<file path="src/rtl/i2c_sensor_register_reader_core_macros.svh">
// Assertion macros for the compass register reader.
// Used by the top level; expects a clock named aclk and a reset named aresetn.
`ifndef I2C_SENSOR_REGISTER_READER_CORE_MACROS_SVH
`define I2C_SENSOR_REGISTER_READER_CORE_MACROS_SVH

// The consequent must hold in the same cycle as the antecedent.
`define ISRR_ASSERT_NOW(label, ante, cons) \
    label: assert property (@(posedge aclk) disable iff (!aresetn) (ante) |-> (cons)) \
        else $error("isrr assertion failed");

// The consequent must hold in the cycle after the antecedent.
`define ISRR_ASSERT_NEXT(label, ante, cons) \
    label: assert property (@(posedge aclk) disable iff (!aresetn) (ante) |=> (cons)) \
        else $error("isrr assertion failed");

`endif

</file>
<file path="src/rtl/isrr_pkg.sv">
`timescale 1ns / 1ps
// Package for the compass register reader: types, status and action codes, patterns.
// No dependencies.
package isrr_pkg;

    localparam logic [1:0] OP_HEADING = 2'd0;
    localparam logic [1:0] OP_PITCH   = 2'd1;
    localparam logic [1:0] OP_ROLL    = 2'd2;
    localparam logic [1:0] OP_EVENT   = 2'd3;

    localparam logic [1:0] Q_HEADING = 2'd0;
    localparam logic [1:0] Q_PITCH   = 2'd1;
    localparam logic [1:0] Q_ROLL    = 2'd2;

    localparam logic [7:0] ST_START      = 8'h08;
    localparam logic [7:0] ST_REP_START  = 8'h10;
    localparam logic [7:0] ST_MT_SLA_ACK = 8'h18;
    localparam logic [7:0] ST_MT_DAT_ACK = 8'h28;
    localparam logic [7:0] ST_MR_SLA_ACK = 8'h40;
    localparam logic [7:0] ST_MR_DAT_ACK = 8'h50;
    localparam logic [7:0] ST_MR_DAT_NAK = 8'h58;

    localparam logic [2:0] ACT_NONE  = 3'd0;
    localparam logic [2:0] ACT_CONT  = 3'd1;
    localparam logic [2:0] ACT_START = 3'd2;
    localparam logic [2:0] ACT_ACK   = 3'd3;
    localparam logic [2:0] ACT_STOP  = 3'd4;

    localparam logic [1:0] REG_DEVICE_ADDRESS   = 2'd0;
    localparam logic [1:0] REG_HEADING_REGISTER = 2'd1;
    localparam logic [1:0] REG_PITCH_REGISTER   = 2'd2;
    localparam logic [1:0] REG_ROLL_REGISTER    = 2'd3;

    localparam logic [6:0] DEVICE_ADDRESS_RESET   = 7'd96;
    localparam logic [7:0] HEADING_REGISTER_RESET = 8'd2;
    localparam logic [7:0] PITCH_REGISTER_RESET   = 8'd4;
    localparam logic [7:0] ROLL_REGISTER_RESET    = 8'd5;

    localparam logic [15:0] HEADING_PENDING = 16'hFFFF;
    localparam logic [15:0] HEADING_ERROR   = 16'hEEEE;
    localparam logic [7:0]  BYTE_PENDING    = 8'hFF;
    localparam logic [7:0]  BYTE_ERROR      = 8'hBB;

    typedef struct packed {
        logic [6:0] device_address;
        logic [7:0] heading_register;
        logic [7:0] pitch_register;
        logic [7:0] roll_register;
    } cfg_t;

    typedef struct packed {
        logic [1:0]  quantity;
        logic [15:0] heading;
        logic [7:0]  pitch;
        logic [7:0]  roll;
        logic [2:0]  done;
        logic        error;
        logic        active;
    } state_t;

    typedef struct packed {
        logic [7:0] tx_byte;
        logic       tx_load;
        logic [2:0] bus_action;
    } result_t;

endpackage

</file>
<file path="src/rtl/isrr_cfg.sv">
`timescale 1ns / 1ps
// Configuration register file of the compass register reader.
// Depends on isrr_pkg.
module isrr_cfg (
    input  logic               aclk,
    input  logic               aresetn,
    input  logic               cfg_valid,
    input  logic [1:0]         cfg_index,
    input  logic [7:0]         cfg_data,
    output isrr_pkg::cfg_t     cfg_o
);

    isrr_pkg::cfg_t cfg_reg;

    always_ff @(posedge aclk) begin
        if (!aresetn) begin
            cfg_reg.device_address   <= isrr_pkg::DEVICE_ADDRESS_RESET;
            cfg_reg.heading_register <= isrr_pkg::HEADING_REGISTER_RESET;
            cfg_reg.pitch_register   <= isrr_pkg::PITCH_REGISTER_RESET;
            cfg_reg.roll_register    <= isrr_pkg::ROLL_REGISTER_RESET;
        end else if (cfg_valid) begin
            case (cfg_index)
                isrr_pkg::REG_DEVICE_ADDRESS:   cfg_reg.device_address   <= cfg_data[6:0];
                isrr_pkg::REG_HEADING_REGISTER: cfg_reg.heading_register <= cfg_data;
                isrr_pkg::REG_PITCH_REGISTER:   cfg_reg.pitch_register   <= cfg_data;
                isrr_pkg::REG_ROLL_REGISTER:    cfg_reg.roll_register    <= cfg_data;
                default: ;
            endcase
        end
    end

    assign cfg_o = cfg_reg;

endmodule

</file>
<file path="src/rtl/isrr_step.sv">
`timescale 1ns / 1ps
// Combinational sequencer step: decodes one command or bus status event.
// Depends on isrr_pkg.
module isrr_step (
    input  isrr_pkg::cfg_t    cfg_i,
    input  isrr_pkg::state_t  state_i,
    input  logic [1:0]        opcode_i,
    input  logic [7:0]        bus_status_i,
    input  logic [7:0]        rx_byte_i,
    output isrr_pkg::state_t  state_o,
    output isrr_pkg::result_t result_o
);

    always_comb begin
        state_o             = state_i;
        result_o.tx_byte    = 8'd0;
        result_o.tx_load    = 1'b0;
        result_o.bus_action = isrr_pkg::ACT_NONE;

        if (opcode_i != isrr_pkg::OP_EVENT) begin
            if (!state_i.active) begin
                state_o.quantity    = opcode_i;
                state_o.heading     = isrr_pkg::HEADING_PENDING;
                state_o.pitch       = isrr_pkg::BYTE_PENDING;
                state_o.roll        = isrr_pkg::BYTE_PENDING;
                state_o.done        = 3'b000;
                state_o.error       = 1'b0;
                state_o.active      = 1'b1;
                result_o.bus_action = isrr_pkg::ACT_START;
            end
        end else begin
            case (bus_status_i)
                isrr_pkg::ST_START: begin
                    result_o.tx_byte    = {cfg_i.device_address, 1'b0};
                    result_o.tx_load    = 1'b1;
                    result_o.bus_action = isrr_pkg::ACT_CONT;
                end
                isrr_pkg::ST_MT_SLA_ACK: begin
                    case (state_i.quantity)
                        isrr_pkg::Q_HEADING: result_o.tx_byte = cfg_i.heading_register;
                        isrr_pkg::Q_PITCH:   result_o.tx_byte = cfg_i.pitch_register;
                        default:             result_o.tx_byte = cfg_i.roll_register;
                    endcase
                    result_o.tx_load    = 1'b1;
                    result_o.bus_action = isrr_pkg::ACT_CONT;
                end
                isrr_pkg::ST_MT_DAT_ACK: begin
                    result_o.bus_action = isrr_pkg::ACT_START;
                end
                isrr_pkg::ST_REP_START: begin
                    result_o.tx_byte    = {cfg_i.device_address, 1'b1};
                    result_o.tx_load    = 1'b1;
                    result_o.bus_action = isrr_pkg::ACT_CONT;
                end
                isrr_pkg::ST_MR_SLA_ACK: begin
                    result_o.bus_action = (state_i.quantity == isrr_pkg::Q_HEADING) ?
                                          isrr_pkg::ACT_ACK : isrr_pkg::ACT_CONT;
                end
                isrr_pkg::ST_MR_DAT_ACK: begin
                    if (state_i.quantity == isrr_pkg::Q_HEADING) begin
                        state_o.heading = {rx_byte_i, 8'd0};
                    end
                    result_o.bus_action = isrr_pkg::ACT_CONT;
                end
                isrr_pkg::ST_MR_DAT_NAK: begin
                    case (state_i.quantity)
                        isrr_pkg::Q_HEADING: begin
                            state_o.heading = state_i.heading | {8'd0, rx_byte_i};
                            state_o.done[0] = 1'b1;
                            state_o.active  = 1'b0;
                        end
                        isrr_pkg::Q_PITCH: begin
                            state_o.pitch   = rx_byte_i;
                            state_o.done[1] = 1'b1;
                            state_o.active  = 1'b0;
                        end
                        isrr_pkg::Q_ROLL: begin
                            state_o.roll    = rx_byte_i;
                            state_o.done[2] = 1'b1;
                            state_o.active  = 1'b0;
                        end
                        default: begin
                            state_o.error   = 1'b1;
                            state_o.heading = isrr_pkg::HEADING_ERROR;
                            state_o.pitch   = isrr_pkg::BYTE_ERROR;
                            state_o.roll    = isrr_pkg::BYTE_ERROR;
                            state_o.active  = 1'b0;
                        end
                    endcase
                    result_o.bus_action = isrr_pkg::ACT_STOP;
                end
                default: begin
                    state_o.error       = 1'b1;
                    state_o.heading     = isrr_pkg::HEADING_ERROR;
                    state_o.pitch       = isrr_pkg::BYTE_ERROR;
                    state_o.roll        = isrr_pkg::BYTE_ERROR;
                    state_o.active      = 1'b0;
                    result_o.bus_action = isrr_pkg::ACT_STOP;
                end
            endcase
        end
    end

endmodule

</file>
<file path="src/rtl/i2c_sensor_register_reader_core.sv">
`timescale 1ns / 1ps
// Compass register reader: sequences register reads of an I2C compass from bus status events.
// A command or event is taken every clock cycle when the result side keeps up. Each transfer
// passes an input register, one pass of decode logic and a result register, which loads
// when the output side is free. The readings, flags and busy bit are held in state
// registers that are updated as the result register is loaded, and they drive the reading
// outputs directly. The configuration port is always ready and its writes are registered.
// Depends on isrr_pkg, isrr_cfg, isrr_step and the assertion macro header.
`include "i2c_sensor_register_reader_core_macros.svh"

module i2c_sensor_register_reader_core (
    input  logic        aclk,
    input  logic        aresetn,

    input  logic        s_valid,
    output logic        s_ready,
    input  logic [1:0]  s_opcode,
    input  logic [7:0]  s_bus_status,
    input  logic [7:0]  s_rx_byte,

    output logic        m_valid,
    input  logic        m_ready,
    output logic [7:0]  m_tx_byte,
    output logic        m_tx_load,
    output logic [2:0]  m_bus_action,
    output logic [15:0] m_heading_value,
    output logic [7:0]  m_pitch_value,
    output logic [7:0]  m_roll_value,
    output logic        m_heading_done,
    output logic        m_pitch_done,
    output logic        m_roll_done,
    output logic        m_bus_error,
    output logic        m_busy_res,

    input  logic        cfg_valid,
    output logic        cfg_ready,
    input  logic [1:0]  cfg_index,
    input  logic [7:0]  cfg_data
);

    isrr_pkg::cfg_t    cfg;
    isrr_pkg::state_t  state_reg;
    isrr_pkg::state_t  state_next;
    isrr_pkg::result_t result_reg;
    isrr_pkg::result_t result_next;

    logic       in_valid_reg;
    logic [1:0] opcode_reg;
    logic [7:0] bus_status_reg;
    logic [7:0] rx_byte_reg;
    logic       out_valid_reg;
    logic       advance;
    logic       start_taken;
    logic       start_seen;
    logic       stop_out;
    logic       load_out;

    assign cfg_ready = 1'b1;
    assign advance   = in_valid_reg && (!out_valid_reg || m_ready);
    assign s_ready   = !in_valid_reg || advance;

    isrr_cfg u_cfg (
        .aclk      (aclk),
        .aresetn   (aresetn),
        .cfg_valid (cfg_valid),
        .cfg_index (cfg_index),
        .cfg_data  (cfg_data),
        .cfg_o     (cfg)
    );

    isrr_step u_step (
        .cfg_i        (cfg),
        .state_i      (state_reg),
        .opcode_i     (opcode_reg),
        .bus_status_i (bus_status_reg),
        .rx_byte_i    (rx_byte_reg),
        .state_o      (state_next),
        .result_o     (result_next)
    );

    always_ff @(posedge aclk) begin
        if (!aresetn) begin
            in_valid_reg <= 1'b0;
        end else if (s_ready) begin
            in_valid_reg <= s_valid;
        end
    end

    always_ff @(posedge aclk) begin
        if (s_valid && s_ready) begin
            opcode_reg     <= s_opcode;
            bus_status_reg <= s_bus_status;
            rx_byte_reg    <= s_rx_byte;
        end
    end

    always_ff @(posedge aclk) begin
        if (!aresetn) begin
            out_valid_reg <= 1'b0;
        end else if (advance) begin
            out_valid_reg <= 1'b1;
        end else if (m_ready) begin
            out_valid_reg <= 1'b0;
        end
    end

    always_ff @(posedge aclk) begin
        if (advance) begin
            result_reg <= result_next;
        end
    end

    always_ff @(posedge aclk) begin
        if (!aresetn) begin
            state_reg.quantity <= isrr_pkg::Q_HEADING;
            state_reg.heading  <= 16'd0;
            state_reg.pitch    <= 8'd0;
            state_reg.roll     <= 8'd0;
            state_reg.done     <= 3'b000;
            state_reg.error    <= 1'b0;
            state_reg.active   <= 1'b0;
        end else if (advance) begin
            state_reg <= state_next;
        end
    end

    assign m_valid         = out_valid_reg;
    assign m_tx_byte       = result_reg.tx_byte;
    assign m_tx_load       = result_reg.tx_load;
    assign m_bus_action    = result_reg.bus_action;
    assign m_heading_value = state_reg.heading;
    assign m_pitch_value   = state_reg.pitch;
    assign m_roll_value    = state_reg.roll;
    assign m_heading_done  = state_reg.done[0];
    assign m_pitch_done    = state_reg.done[1];
    assign m_roll_done     = state_reg.done[2];
    assign m_bus_error     = state_reg.error;
    assign m_busy_res      = state_reg.active;

    assign start_taken = advance && (opcode_reg != isrr_pkg::OP_EVENT) && !state_reg.active;
    assign start_seen  = state_reg.active && (result_reg.bus_action == isrr_pkg::ACT_START);
    assign stop_out    = out_valid_reg && (result_reg.bus_action == isrr_pkg::ACT_STOP);
    assign load_out    = out_valid_reg && result_reg.tx_load;

    `ISRR_ASSERT_NEXT(a_start_sets_busy, start_taken, start_seen)
    `ISRR_ASSERT_NOW(a_stop_ends_read, stop_out, !state_reg.active)
    `ISRR_ASSERT_NOW(a_load_continues, load_out, result_reg.bus_action == isrr_pkg::ACT_CONT)
    `ISRR_ASSERT_NEXT(a_state_holds, !advance, $stable(state_reg))

endmodule

</file>
<file path="config.mk">
export PLATFORM = sky130hd
export DESIGN_NAME = i2c_sensor_register_reader_core
export DESIGN_NICKNAME = d
export VERILOG_FILES = /design/src/rtl/isrr_pkg.sv /design/src/rtl/isrr_cfg.sv /design/src/rtl/isrr_step.sv /design/src/rtl/i2c_sensor_register_reader_core.sv
export VERILOG_INCLUDE_DIRS = /design/src /design/src/rtl
export SDC_FILE = /design/constraint.sdc
export NUM_CORES = 1
export LEC_CHECK = 0
export ABC_CLOCK_PERIOD_IN_PS = 2400
export BUFFER_PORTS_ARGS = -buffer_cell sky130_fd_sc_hd__buf_4
export CAP_MARGIN = 15
export CORE_MARGIN = 8
export CORE_UTILIZATION = 32
export DETAILED_ROUTE_END_ITERATION = 8
export PLACE_DENSITY = 0.54
export SLEW_MARGIN = 0
export SYNTH_ARGS = -nofsm -noshare
export SYNTH_HDL_FRONTEND = slang
export SYNTH_HIERARCHICAL = 1
export SYNTH_SLANG_ARGS = --single-unit
</file>
<file path="constraint.sdc">
create_clock -name aclk -period 2.4 [get_ports aclk]
set_clock_uncertainty 0.15 [all_clocks]
set_input_delay 0.12 -clock aclk [delete_from_list [all_inputs] [get_ports aclk]]
set_output_delay 0.12 -clock aclk [all_outputs]
set_load 0.005 [all_outputs]
</file>
==> flow_summary.ini, run 1 <==
[die]
initial_core_util = 0.3229
coreArea_um2 = 17780
die_h_um = 150.0
num_io_pins = 85
die-area_um2 = 22490
die_w_um = 150.0
num_rows = 49

[critical_path]
slowest_stage = or4_4
worstSetupEndpointType = flop
critPathArrivalTime_ns = 2.48
path_cells = or4_4 -> or4_4 -> nor4_4 -> o21bai_1 -> a21oi_1 -> nand2_1 -> mux2i_1
worstSetupPathType = flop to flop
required_ns = 2.48
crit_path_start_kind = flop
critPathMaxFanout = 6
path_common_cell = or4_4
critical_path_buf_inv_count = 0
cp_top_family = simple AND/OR/NAND/NOR gates
critPathMaxStageDelay_ns = 0.57

[global_route]
antenna_found_initial = 0
grt_pass1_wl_um = 25850
first_global_vias = 4795
grt_usage = 0.1465
grt_remaining_overflow = 0
grt_max_degree = 72

[clocking]
cts_buffer_depth = 2
clk_pin_slew_worst_paths_ns = 0.07
numCtsBuffers = 9
clock-root-buffer = clkbuf_16
cts_num_sinks = 102
cts_tree = yes
htreeDepth = 3
clk_latency_ns = 0.36

[status]
outcome = finished clean

[timing]
hold_viol = 0
finalSetupViolCount = 0
relSlewSlack = 0.5967
layout_min_cycle_time_ns = 2.395
finalMaxSlewViolations = 0
fin_crit_sh = 0.9979
grt_setup_unrepaired = true
worstMarginPinSlew_ns = 0.6050
fin_hold_ws_ns = 0.06310
max_freq_mhz = 417.5
fin_setup_tns_ns = 0

[layout]
final_common_cell = nand2_1
fin_cells = 989
final_area_um2 = 7278
fillers = 1793
num_antenna_cells = 0
area_growth_syn_to_layout_pct = 26.76
fin_nets = 794
largest_reg_flops = 31
mostFrequentLayoutCells = nand2_1 (159), buf_4 (126), dfxtp_1 (72)
drive_above_1_share = 0.2382

[yosys]
syn_area_um2 = 5742
synthCells = 658
synth_warnings = 6
yosys-top-cells-area = dfxtp_1 (25%), edfxtp_1 (16%), mux2i_1 (12%)
synth_top_cell_by_area = dfxtp_1
async_reset_ff_frac = 0
synth_fp_nets = 697
ys_types = 62
ys_ff_latch = 102
seq_area_frac_synth = 0.4079
netlist.area_leader.share = 0.2510
ys.flop_type = dfxtp_1
synth_enable_flop_cells = 30
synth_area_per_cell_um2 = 8.726

[drt]
drc = 0
vias = 4953
viasPerCell = 5.008
wire_per_inst_um = 16.77
antenna_left = 0
drt-total-wl_um = 16580
drt_iter0_drc = 519
dr.pass1.iters = 5

[power]
p_comb_frac = 0.160
p_leak_nw = 3.009
p_int_w = 0.002924
p_total_w = 0.004029
ir_worst_vdd_v = 0.0003259
seqPwrFrac = 0.489
p_clk_frac = 0.351
switching_share = 0.2742
switchingPower_w = 0.001105
powerDensity_nw_per_um2 = 553.6

[placement]
post-place-cells = 937
hpwl_um = 11900
routabilityCongestion = 0.8357
placed_area_um2 = 6510
numPortBuffers = 83

[min_path]
min_path_type = primary input to flop

[run]
drv_cap = 0
-- worst paths after layout --
check	start	to	slack (ns)	cells past startpoint
worst max register to register	bus_status_reg[0]	m_roll_value[0]	0.005	7
worst min-delay path	aresetn	u_cfg/cfg_o[17]	0.06	2
worst min register to register	u_cfg/cfg_o[19]	u_cfg/cfg_o[19]	0.31	2
worst max-delay path	bus_status_reg[0]	m_roll_value[0]	0.005	7
-- layout make-up --
| type | count | area [um2] | area share |
|---|---|---|---|
| Clock buffer | 10 | 239.0 | 0.03283 |
| Sequential cell | 102 | 2342 | 0.3218 |
| Tap cell | 229 | 286.5 | 0.03937 |
| Clock inverter | 6 | 43.79 | 0.006017 |
| Inverter | 10 | 37.54 | 0.005157 |
| Timing Repair Buffer | 164 | 1363 | 0.1872 |
| Multi-Input combinational cell | 468 | 2967 | 0.4076 |
-- power by group through the flow --
stage,Combinational [W],Clock (W),Sequential (W)
2_1_floorplan,0.000419,0,0.00197
5_1_grt,0.000709,0.00150,0.00199
6_report,0.000645,0.00141,0.00197
3_5_place_dp,0.000591,0,0.00201
4_1_cts,0.000637,0.00145,0.00197
3_3_place_gp,0.000579,0,0.00200
-- Yosys cell counts, drive strengths merged, types with 3 or more instances --
cell type    n
and3         3
nor2b        9
and2         4
or4          3
a221oi       5
inv         10
nand2      159
nand3       10
buf         51
a211oi       9
o21ai       16
nand4        4
a21oi       21
edfxtp      30
o211ai       4
nor3         9
o21bai       6
clkbuf      27
a22oi       19
a21o         4
dfxtp       72
a31oi       10
mux2i       67
o21a         3
nor4         7
ha           6
nor3b       10
nor2        51
-- per-stage QoR --
| step | util | setup slack, ns |
|---|---|---|
| global route | 0.4094 | -0.09359 |
| CTS | 0.4015 | 0.002228 |
| finish | 0.4094 | 0.004984 |
| detailed placement | 0.3662 | -0.09754 |
| global placement | 0.3662 | -0.06883 |
| floorplan | - | 0.06311 |
-- cells by family (layout without fill, tap and decap cells) --
family / after synthesis / after routing / synth area share
multiplexers: 67 / 67 / 0.1168
AND/OR/NAND/NOR: 285 / 285 / 0.2356
buffers and inverters: 88 / 190 / 0.09741
adder cells (fa/ha/maj): 6 / 6 / 0.01307
other: 1 / 1 / 0.0006531
XOR/XNOR: 1 / 1 / 0.001526
flip-flops: 102 / 102 / 0.4079
AO/OA/AOI/OAI: 108 / 108 / 0.1270
-- repair_timing --
action | CTS | global route
hold endpoints to repair | 51 | 0
pin swaps | 2 | 7
hold buffers | 33 | 0
buffers inserted | 0 | 3
resized for setup | 3 | 24
endpoints found under the setup margin | 20 | 28
-- layer usage --
metal  vias to the layer above  wire (um)  global-route usage
li1                       2461          -                   -
met1                      2348       7613              0.1934
met2                       127       7921              0.2333
met3                        17        792             0.02540
met4                         0        254             0.05747
met5                         -          0                   0
Power figures use the tool's default switching activity.
==> inputs of run 2 (changes only) <==
--- a/config.mk
+++ b/config.mk
@@ -6,13 +6,14 @@
 export SDC_FILE = /design/constraint.sdc
 export NUM_CORES = 1
 export LEC_CHECK = 0
+export ABC_AREA = 1
 export ABC_CLOCK_PERIOD_IN_PS = 2400
 export BUFFER_PORTS_ARGS = -buffer_cell sky130_fd_sc_hd__buf_4
 export CAP_MARGIN = 15
 export CORE_MARGIN = 8
 export CORE_UTILIZATION = 32
 export DETAILED_ROUTE_END_ITERATION = 8
-export PLACE_DENSITY = 0.54
+export PLACE_DENSITY = 0.53
 export SLEW_MARGIN = 0
 export SYNTH_ARGS = -nofsm -noshare
 export SYNTH_HDL_FRONTEND = slang
==> run 2 against run 1 <==
- die area rose by 12%
- core utilization decreased by 2.6 points
- sequential share of layout area decreased by 1.8 points
- synthesized cell count up 52%
- setup slack better by 0.18 ns
- design area grew 6.0%
- critical path depth rose by 5
- sequential power hardly changed
- final cell count rose by 35%
==> flow_summary.ini, run 2 <==
[status]
outcome = finished clean

[critical_path]
crit_path_start_kind = flop
critPathArrivalTime_ns = 2.31
worstSetupEndpointType = flop
worstSetupPathType = flop to flop
required_ns = 2.50
critPathMaxFanout = 10

[yosys]
async_reset_ff_frac = 0
seq_area_frac_synth = 0.3601
ys_types = 35
ys_ff_latch = 102
netlist.area_leader.share = 0.2216
syn_area_um2 = 6505
synth_area_per_cell_um2 = 6.505
synth_fp_nets = 1039
synthTopCellsByCount = nand2_1 (266), nor2_1 (135), inv_1 (103)
synth_enable_flop_cells = 30
synth_warnings = 6
yosys-top-cells-area = dfxtp_1 (22%), nand2_1 (15%), edfxtp_1 (14%)
ys.flop_type = dfxtp_1
synthCells = 1000
synth.most_common_cell = nand2_1
synth_top_cell_by_area = dfxtp_1

[power]
powerDensity_nw_per_um2 = 552.1
p_leak_nw = 3.623
ir_worst_vdd_v = 0.0003200

[global_route]
grt_usage = 0.1484
first_global_vias = 5637
grt_max_degree = 80
grt_pass1_wl_um = 29440
antenna_found_initial = 0
grt_remaining_overflow = 0

[run]
drv_cap = 0

[layout]
fin_util = 0.3836
final_common_cell = nand2_1
mostFrequentLayoutCells = nand2_1 (265), nor2_1 (135), inv_1 (102)
num_antenna_cells = 0
area_growth_syn_to_layout_pct = 18.56
largest_reg_flops = 31
fin_nets = 1098
final_area_um2 = 7712
drive_above_1_share = 0.1504
fillers = 2184

[placement]
hpwl_um = 12740
routabilityCongestion = 0.8567
placed_area_um2 = 7099
numPortBuffers = 83
dp_worst_setup_slack_ns = 0.1763

[clocking]
numCtsBuffers = 9
clk_pin_slew_worst_paths_ns = 0.08
clock-root-buffer = clkbuf_16
cts_buffer_depth = 2
clk_latency_ns = 0.35
cts_num_sinks = 102
htreeDepth = 3
cts_tree = yes
cts_setup_buffers = 0

[timing]
fin_crit_sh = 0.9209
hold_viol = 0
finalSetupViolCount = 0
relSlewSlack = 0.4672
fin_setup_tns_ns = 0
layout_min_cycle_time_ns = 2.210
setup_slack_ns = 0.1899
max_freq_mhz = 452.5
grt_setup_unrepaired = false
worstMarginPinSlew_ns = 0.7992
finalMaxSlewViolations = 0

[drt]
antenna_left = 0
drt-total-wl_um = 18630
drt_iter0_drc = 367
wire_per_inst_um = 13.96
wl_met1_um = 8347
wl_met2_um = 9170
dr.pass1.iters = 5
viasPerCell = 4.729
drc = 0
met3WireLength_um = 840
top_layer = met4
vias = 6309

[die]
num_io_pins = 85
die_h_um = 158.6
num_rows = 52
initial_core_util = 0.3236
coreArea_um2 = 20100
die_w_um = 158.6
die-area_um2 = 25150

[min_path]
min_path_type = primary input to flop
[run 2: cell count changes in the layout (fill, tap and decap cells not counted), sizes merged, moves of 9 or more]
cell | previous run | this run
nor2 | 51 | 146
o21ai | 16 | 71
inv | 12 | 116
nor3b | 10 | 0
buf | 131 | 102
nand3 | 10 | 95
a21oi | 21 | 78
a22oi | 19 | 4
nor2b | 9 | 0
a211oi | 9 | 0
mux2i | 67 | 0
nand2 | 159 | 279
[run 2: through the flow]
step | power (W) | hold WS, ns | instances
final | 0.004258 | 0.1874 | 1334
after global routing | 0.004497 | 0.2263 | 1334
after CTS | 0.004329 | 0.1771 | 1334
after detailed placement | 0.002768 | 0.1496 | 1287
after global placement | 0.002763 | 0.1489 | 1287
after floorplan | 0.002522 | 0.06887 | 1000
[run 2: final cells by class]
cell class / instances / area [um2] / area share
sequential: 102 / 2344 / 0.3039
clock inverter: 5 / 46.29 / 0.006003
timing repair buffer: 133 / 1101 / 0.1428
clock buffer: 11 / 254.0 / 0.03293
multi-input combinational: 699 / 3202 / 0.4152
tap: 270 / 337.8 / 0.04380
inverter: 114 / 427.9 / 0.05548
[run 2: cells by family after synthesis]
logic type                 Yosys count  share of synthesized area
AOI/OAI and AO/OA                  166                     0.1354
adders and majority gates            6                    0.01154
buffers and inverters              199                     0.1481
DFF                                102                     0.3601
other                                1                  0.0005765
and+or+nand+nor                    526                     0.3443
[run 2: timing repair]
action / 4_1_cts / 5_1_grt
hold endpoints to repair: 48 / 0
setup endpoints to repair: 0 / 9
hold buffers: 31 / 0
resized for setup: 0 / 2
[run 2: power by group]
part           leakage, nW  total (W)  internal (W)  switching (W)
sequential           0.890    0.00199       0.00188       0.000110
combinational         2.58   0.000774      0.000330       0.000444
clock                0.148    0.00150      0.000789       0.000707
total                 3.62    0.00426       0.00300        0.00126
[run 2: worst paths after layout]
check	from	slack [ns]	depth (start not counted)	end
setup / recovery	bus_status_reg[4]	0.19	12	m_heading_value[10]
hold / removal	aresetn	0.19	3	m_pitch_value[3]
setup reg to reg	bus_status_reg[4]	0.19	12	m_heading_value[10]
hold reg to reg	u_cfg/cfg_o[29]	0.31	2	u_cfg/cfg_o[29]
[run 2: metal layers]
metal | vias up | track usage
met3 | 17 | 0.02877
met1 | 2923 | 0.1870
met5 | - | 0
li1 | 3250 | -
met2 | 119 | 0.2522
met4 | 0 | 0.04221
[run 2: worst max-delay path, stage by stage, from the launching register on]
cell and delay [ns]:
edfxtp_1 0.44, nand2_1 0.13, nor2_1 0.07, nand2_2 0.09
nand3_2 0.19, nor2_1 0.36, nand3_1 0.22, nand2_1 0.10
nand3_1 0.07, inv_1 0.06, nand3_1 0.07, nand2_1 0.09
nor2_1 0.04
